--- config.mk ---
export PLATFORM = sky130hd
export DESIGN_NAME = websocket_frame_encoder_top
export DESIGN_NICKNAME = d
export VERILOG_FILES = /design/src/sv/wsfe_pkg.sv /design/src/sv/wsfe_hdr_gen.sv /design/src/sv/wsfe_frame_state.sv /design/src/sv/websocket_frame_encoder_top.sv
export SDC_FILE = /design/constraint.sdc
export NUM_CORES = 1
export LEC_CHECK = 0
export ABC_AREA = 1
export BUFFER_PORTS_ARGS = -buffer_cell sky130_fd_sc_hd__buf_2
export CAP_MARGIN = 10
export CORE_UTILIZATION = 59
export CTS_CLUSTER_DIAMETER = 50
export DETAILED_ROUTE_END_ITERATION = 8
export GPL_TIMING_DRIVEN = 0
export HOLD_SLACK_MARGIN = 0.02
export PLACE_DENSITY = 0.8
export SLEW_MARGIN = 5
export SYNTH_ARGS = -nofsm -noshare
export SYNTH_HDL_FRONTEND = slang
export SYNTH_SLANG_ARGS = --single-unit
--- constraint.sdc ---
create_clock -name clk -period 5.8 [get_ports clk]
set_input_delay 0.58 -clock clk [delete_from_list [all_inputs] [get_ports clk]]
set_output_delay 0.58 -clock clk [all_outputs]
set_load 0.05 [all_outputs]
--- src/sv/wsfe_pkg.sv ---
// shared types, constants and helpers for the websocket frame encoder
package wsfe_pkg;

  localparam logic MODE_START = 1'b0;
  localparam logic MODE_DATA  = 1'b1;

  localparam int IDX_W   = 4;
  localparam int HDR_MAX = 14;
  localparam int HDR_SLOTS = 2 ** IDX_W;

  localparam int IN_LEN_W = 32;
  localparam int EXT_LEN_W = 64;

  localparam logic [6:0] LEN_CODE16 = 7'd126;
  localparam logic [6:0] LEN_CODE64 = 7'd127;
  localparam logic [7:0] MASK_BIT   = 8'h80;
  localparam int KEY_BYTES = 4;

  // header byte positions of the key per length form
  localparam int KEY_OFF7  = 2;
  localparam int KEY_OFF16 = 4;
  localparam int KEY_OFF64 = 10;

  typedef logic [7:0] byte_t;
  typedef byte_t hdr_buf_t [HDR_SLOTS];

  // control from the sequencer to the frame state
  typedef struct packed {
    logic start;
    logic step;
  } wsfe_ctl_t;

  // frame state seen by the sequencer
  typedef struct packed {
    logic empty;
    logic last_byte;
  } wsfe_stat_t;

  function automatic byte_t key_byte(input logic [31:0] key, input logic [1:0] phase);
    byte_t b;
    unique case (phase)
      2'd0:    b = key[31:24];
      2'd1:    b = key[23:16];
      2'd2:    b = key[15:8];
      default: b = key[7:0];
    endcase
    return b;
  endfunction

endpackage

--- src/sv/wsfe_hdr_gen.sv ---
// header byte generator: picks one header byte of a start request by index
module wsfe_hdr_gen #(
  parameter int LEN_W = 32
) (
  input  logic [3:0]                  opcode,
  input  logic                        fin,
  input  logic                        mask_on,
  input  logic [31:0]                 mask_key,
  input  logic [LEN_W-1:0]            len,
  input  logic [wsfe_pkg::IDX_W-1:0]  idx,
  output logic [7:0]                  hdr_byte,
  output logic [wsfe_pkg::IDX_W-1:0]  last_idx,
  output logic                        len_zero
);

  wsfe_pkg::hdr_buf_t hdr;
  logic [wsfe_pkg::EXT_LEN_W-1:0] len_ext;
  logic [7:0] mbit;
  logic [wsfe_pkg::IDX_W-1:0] base_last;

  always_comb begin
    len_ext = wsfe_pkg::EXT_LEN_W'(len);
    mbit    = mask_on ? wsfe_pkg::MASK_BIT : 8'h00;
    for (int i = 0; i < wsfe_pkg::HDR_SLOTS; i++) begin
      hdr[i] = 8'h00;
    end
    hdr[0] = {fin, 3'b000, opcode};
    priority if (len_ext < wsfe_pkg::EXT_LEN_W'(wsfe_pkg::LEN_CODE16)) begin
      hdr[1] = mbit | {1'b0, len_ext[6:0]};
      for (int k = 0; k < wsfe_pkg::KEY_BYTES; k++) begin
        hdr[wsfe_pkg::KEY_OFF7 + k] = wsfe_pkg::key_byte(mask_key, 2'(k));
      end
      base_last = wsfe_pkg::IDX_W'(wsfe_pkg::KEY_OFF7 - 1);
    end else if (len_ext[wsfe_pkg::EXT_LEN_W-1:16] == '0) begin
      hdr[1] = mbit | {1'b0, wsfe_pkg::LEN_CODE16};
      hdr[2] = len_ext[15:8];
      hdr[3] = len_ext[7:0];
      for (int k = 0; k < wsfe_pkg::KEY_BYTES; k++) begin
        hdr[wsfe_pkg::KEY_OFF16 + k] = wsfe_pkg::key_byte(mask_key, 2'(k));
      end
      base_last = wsfe_pkg::IDX_W'(wsfe_pkg::KEY_OFF16 - 1);
    end else begin
      hdr[1] = mbit | {1'b0, wsfe_pkg::LEN_CODE64};
      // 64-bit length, big endian
      for (int j = 0; j < 8; j++) begin
        hdr[2 + j] = len_ext[8*(7-j) +: 8];
      end
      for (int k = 0; k < wsfe_pkg::KEY_BYTES; k++) begin
        hdr[wsfe_pkg::KEY_OFF64 + k] = wsfe_pkg::key_byte(mask_key, 2'(k));
      end
      base_last = wsfe_pkg::IDX_W'(wsfe_pkg::KEY_OFF64 - 1);
    end
    last_idx = mask_on ? base_last + wsfe_pkg::IDX_W'(wsfe_pkg::KEY_BYTES) : base_last;
    hdr_byte = hdr[idx];
    len_zero = (len == '0);
  end

endmodule

--- src/sv/wsfe_frame_state.sv ---
// per-frame state: key, mask flag, key phase, bytes left; masks payload bytes
module wsfe_frame_state #(
  parameter int LEN_W = 32
) (
  input  logic                 clk,
  input  logic                 rst,
  input  wsfe_pkg::wsfe_ctl_t  ctl,
  input  logic                 mask_on,
  input  logic [31:0]          mask_key,
  input  logic [LEN_W-1:0]     len,
  input  logic [7:0]           data_byte,
  output logic [7:0]           masked_byte,
  output wsfe_pkg::wsfe_stat_t stat
);

  logic [31:0]      key_store;
  logic             masking_active;
  logic [1:0]       key_phase;
  logic [LEN_W-1:0] bytes_remaining;

  always_ff @(posedge clk) begin
    if (rst) begin
      key_store       <= '0;
      masking_active  <= 1'b0;
      key_phase       <= '0;
      bytes_remaining <= '0;
    end else if (ctl.start) begin
      key_store       <= mask_key;
      masking_active  <= mask_on;
      key_phase       <= '0;
      bytes_remaining <= len;
    end else if (ctl.step) begin
      key_phase       <= key_phase + 2'd1;
      bytes_remaining <= bytes_remaining - LEN_W'(1);
    end
  end

  always_comb begin
    masked_byte    = masking_active ? (data_byte ^ wsfe_pkg::key_byte(key_store, key_phase))
                                    : data_byte;
    stat.empty     = (bytes_remaining == '0);
    stat.last_byte = (bytes_remaining == LEN_W'(1));
  end

endmodule

--- src/sv/websocket_frame_encoder_top.sv ---
// a request is held in the request register, its bytes then in the result register
// throughput: payload requests one per cycle unless results stall; a start request
//   holds input for 2, 4 or 10 header bytes by length form, plus 4 with masking (up to 14)
// the header sequencer walks one byte index per unstalled cycle over one request register
// reset: synchronous, clears request and result valid, header index and frame state
// payload requests arriving with no bytes left are dropped
module websocket_frame_encoder_top #(
  parameter int LENGTH_BITS = 32
) (
  input  logic        clk,
  input  logic        rst,
  input  logic        item_valid,
  output logic        item_stall,
  input  logic        mode,
  input  logic [3:0]  opcode,
  input  logic        fin,
  input  logic        mask_on,
  input  logic [31:0] mask_key,
  input  logic [31:0] payload_length,
  input  logic [7:0]  data_byte,
  output logic        result_valid,
  input  logic        result_stall,
  output logic [7:0]  out_byte,
  output logic        is_header,
  output logic        last_of_run,
  output logic        frame_done
);

  // only the low bits of the length matter, and never more than the port carries
  localparam int LEN_W = (LENGTH_BITS < wsfe_pkg::IN_LEN_W) ? LENGTH_BITS
                                                            : wsfe_pkg::IN_LEN_W;

  // request register
  logic             held;
  logic             held_next;
  logic             held_mode;
  logic [3:0]       held_opcode;
  logic             held_fin;
  logic             held_mask_on;
  logic [31:0]      held_key;
  logic [LEN_W-1:0] held_len;
  logic [7:0]       held_data;

  // header byte index within the current start request
  logic [wsfe_pkg::IDX_W-1:0] idx;
  logic [wsfe_pkg::IDX_W-1:0] idx_next;

  logic       accept;
  logic       out_free;
  logic       produce;
  logic       consume;
  logic       is_start;
  logic       hdr_last;

  logic [7:0]                 hdr_byte;
  logic [wsfe_pkg::IDX_W-1:0] last_idx;
  logic                       len_zero;
  logic [7:0]                 masked_byte;
  wsfe_pkg::wsfe_ctl_t        ctl;
  wsfe_pkg::wsfe_stat_t       stat;

  logic result_valid_next;

  wsfe_hdr_gen #(.LEN_W(LEN_W)) u_hdr (
    .opcode   (held_opcode),
    .fin      (held_fin),
    .mask_on  (held_mask_on),
    .mask_key (held_key),
    .len      (held_len),
    .idx      (idx),
    .hdr_byte (hdr_byte),
    .last_idx (last_idx),
    .len_zero (len_zero)
  );

  wsfe_frame_state #(.LEN_W(LEN_W)) u_state (
    .clk         (clk),
    .rst         (rst),
    .ctl         (ctl),
    .mask_on     (held_mask_on),
    .mask_key    (held_key),
    .len         (held_len),
    .data_byte   (held_data),
    .masked_byte (masked_byte),
    .stat        (stat)
  );

  always_comb begin
    is_start = (held_mode == wsfe_pkg::MODE_START);
    hdr_last = (idx == last_idx);
    // result register can take a byte when empty or being drained
    out_free = !result_valid || !result_stall;
    produce  = held && out_free && (is_start || !stat.empty);
    // request retires on its last header byte, its payload byte, or when dropped
    priority if (!held) begin
      consume = 1'b0;
    end else if (is_start) begin
      consume = out_free && hdr_last;
    end else begin
      consume = stat.empty || out_free;
    end
    item_stall = held && !consume;
    accept     = item_valid && !item_stall;
    held_next  = accept || (held && !consume);

    // frame state loads on the start request's last header byte, steps per payload byte
    ctl.start = produce && is_start && hdr_last;
    ctl.step  = produce && !is_start;

    priority if (produce && is_start) begin
      idx_next = hdr_last ? '0 : idx + wsfe_pkg::IDX_W'(1);
    end else begin
      idx_next = idx;
    end

    result_valid_next = produce || (result_valid && result_stall);
  end

  always_ff @(posedge clk) begin
    if (rst) begin
      held         <= 1'b0;
      idx          <= '0;
      result_valid <= 1'b0;
    end else begin
      held         <= held_next;
      idx          <= idx_next;
      result_valid <= result_valid_next;
    end
  end

  // request payload, no reset needed
  always_ff @(posedge clk) begin
    if (accept) begin
      held_mode    <= mode;
      held_opcode  <= opcode;
      held_fin     <= fin;
      held_mask_on <= mask_on;
      held_key     <= mask_key;
      held_len     <= payload_length[LEN_W-1:0];
      held_data    <= data_byte;
    end
  end

  // result payload
  always_ff @(posedge clk) begin
    if (produce) begin
      if (is_start) begin
        out_byte    <= hdr_byte;
        is_header   <= 1'b1;
        last_of_run <= hdr_last;
        frame_done  <= hdr_last && len_zero;
      end else begin
        out_byte    <= masked_byte;
        is_header   <= 1'b0;
        last_of_run <= 1'b1;
        frame_done  <= stat.last_byte;
      end
    end
  end

endmodule

==> impl_metrics.tcl <==
set metrics [dict create \
    ir_drop_mv 0.4384 \
    fin_skew_ps 7.564 \
    die_area_mm2 0.01468 \
    port_buffers 94 \
    netlist_area_mm2 0.008377 \
    synthCells 1086 \
    synth_edf_count 90 \
    ctsHoldBuffers 0 \
    dieWidth_um 121.2 \
    p_per_area_mw_per_mm2 569.5 \
    num_antenna_cells 0 \
    max_slew_margin 0.3039 \
    core_region_area_mm2 0.01388 \
    required_ps 5220 \
    synth_cell_types 45 \
    max_freq_ghz 0.3028 \
    drt_iter0_markers 1033 \
    finalMaxSlewViolations 0 \
    syn_nets 1177 \
    cts.htree.levels 4 \
    gp_congestion 0.9560 \
    cap_violations 0 \
    clk-insertion-delay-late_ps 440 \
    ys_seq_area_frac 0.4971 \
    finalPower_mw 5.552 \
    tns_ps 0 \
    grt_max_degree 38 \
    num_vias 8073 \
    firstDrtPassIters 6 \
    final_common_cell "nand2_1" \
    finalNetCount 1292 \
    r2r_slack_ps 2730 \
    final-hold-violation-count 0 \
    overflow 0 \
    die_h_um 121.2 \
    pin_count 96 \
    crit_path_end_kind "primary output" \
    layout-drive-gt1-share 0.1367 \
    critPathLaunch "held_len[19]" \
    clockBufferDepth 2 \
    cts_resized 0 \
    async_flop_share 0 \
    grt_pass1_vias 7492 \
    r2r_cells 12 \
    hpwl_mm 18.92 \
    rsz0062_at_grt "no" \
    post-route-util 0.7024 \
    antenna_left 0 \
    clk_pin_slew_worst_paths_ps 70 \
    numClockSinks 163 \
    cts_tree "built" \
    power_leakage_nw 4.234 \
    wl_per_cell_um 18.33 \
    wirelength_mm 25.56 \
    grtUsageTotal 0.3687 \
    reg2reg_from "held_len[9]" \
    status "finished, final reports clean" \
    row_count 43 \
    cts.repair_timing.setup_buffer_count 0 \
    drc 0 \
    timing.final.crit_share 0.5695 \
    critPathKind "register to primary output" \
    routed_via_density 5.791 \
    final_cell_mix "nand2_1, nor2_1, buf_2" \
    synth_warnings 0 \
    cts_buffers 17 \
    period_minus_slack_ps 3303 \
    min-delay-path-class "primary input to register" \
    crit_fanout 9 \
    synthFlopType "edfxtp_1" \
    grt_pass1_wl_mm 40.00 \
    startpoint_type "register" \
    syn_to_final_growth_pct 16.39 \
    antenna_found_initial 0 \
    synth.avg_cell_area_um2 7.713 \
    critPathArrivalTime_ps 2720 \
    initial_core_util 0.6035 \
    r2r_end "held_key[26]" \
    ys_ff_latch 163 \
    setup_viol 0 \
    clock-root-buffer "clkbuf_16" \
    worst_pin_slew_ps 1040 \
    crit_end "item_stall" \
]
==> registers in the layout, indices dropped and copies added, names as in the netlist, 2 cells and up <==
signal                   flops
u_state.key_store           32
u_state.key_phase            2
u_state.bytes_remaining     32
held_len                    32
held_data                    8
held_opcode                  4
held_key                    32
idx                          4
out_byte                     8
==> logic make-up after synthesis <==
| kind of cell | count (synthesis) | synth area share |
|---|---|---|
| and+or+nand+nor | 558 | 0.2739 |
| AOI/OAI and AO/OA | 183 | 0.1171 |
| DFF | 163 | 0.4971 |
| buffers and inverters | 147 | 0.07140 |
| xor gates and xnor gates | 25 | 0.02614 |
| adders and majority gates | 8 | 0.01195 |
| muxes | 2 | 0.002390 |
==> critical path, stage by stage (launching register included) <==
cell and delay (ps):
edfxtp_1 500, inv_1 90, nand2_1 70, nor2_1 120, nand2_1 100, nor2_4 270, nand2_2 200, inv_2 140
nand2_2 80, nand3_1 110, nand2_1 80, nand2_1 70, nand2_1 70, inv_1 110, buf_2 270
==> per-stage QoR <==
step / hold slack (ps) / cell area [um2] / worst slack [ps] / cells
5_1_grt: 298.2 / 9749 / 2358 / 1394
3_3_place_gp: 456.9 / 9072 / -1132 / 1360
4_1_cts: 305.3 / 9749 / 2568 / 1394
2_1_floorplan: 449.5 / 8377 / 240.7 / 1086
3_5_place_dp: 470.2 / 9120 / 2817 / 1362
6_report: 311.7 / 9749 / 2497 / 1394
==> worst min-delay path by stage <==
stage                               from                    to  slack [ps]  cells past startpoint
floorplan           u_state.key_store[0]  u_state.key_store[0]         450                      2
global placement    u_state.key_store[4]  u_state.key_store[4]         460                      2
detailed placement  u_state.key_store[0]  u_state.key_store[0]         470                      2
CTS                   payload_length[24]          held_len[24]         310                      1
global route           payload_length[9]           held_len[9]         300                      1
finish                      mask_key[13]          held_key[13]         310                      1
==> synthesized netlist by cell type, drive strengths merged (3+ instances only) <==
library cell,instances,share of area
inv,96,0.043
nand4,12,0.011
a31o,3,0.0031
or2,3,0.0022
a21oi,55,0.033
a31oi,9,0.0067
nand2,253,0.11
edfxtp,90,0.32
buf,23,0.016
nand3,63,0.039
o21bai,4,0.0040
o21ai,102,0.061
clkinv,3,0.0013
nor2,211,0.097
xnor2,5,0.0052
xor2,20,0.021
dfxtp,73,0.17
nor3,12,0.0078
clkbuf,25,0.011
ha,8,0.012
==> metal layers <==
| layer | track usage | vias to the layer above | routed length (um) |
|---|---|---|---|
| met5 | 0 | - | 0 |
| li1 | - | 3788 | - |
| met3 | 0.08600 | 61 | 2761 |
| met4 | 0.1412 | 0 | 741 |
| met1 | 0.5108 | 3741 | 10830 |
| met2 | 0.5600 | 483 | 11220 |
==> cell type report <==
class	count	area [um2]
clock inverter	14	178.9
inverter	99	371.6
buffer	48	226.5
multi-input combinational	776	3622
clock buffer	18	450.4
timing repair buffer	96	510.5
sequential	163	4164
fill	1163	4131
tap	180	225.2
==> power by group <==
part | switching, mW | internal [mW] | total (mW) | leakage, nW
sequential | 0.173 | 1.44 | 1.61 | 1.46
clock | 0.515 | 0.683 | 1.20 | 0.312
combinational | 1.87 | 0.876 | 2.74 | 2.46
total | 2.55 | 3.00 | 5.55 | 4.23
(Power assumes the default switching activity.)
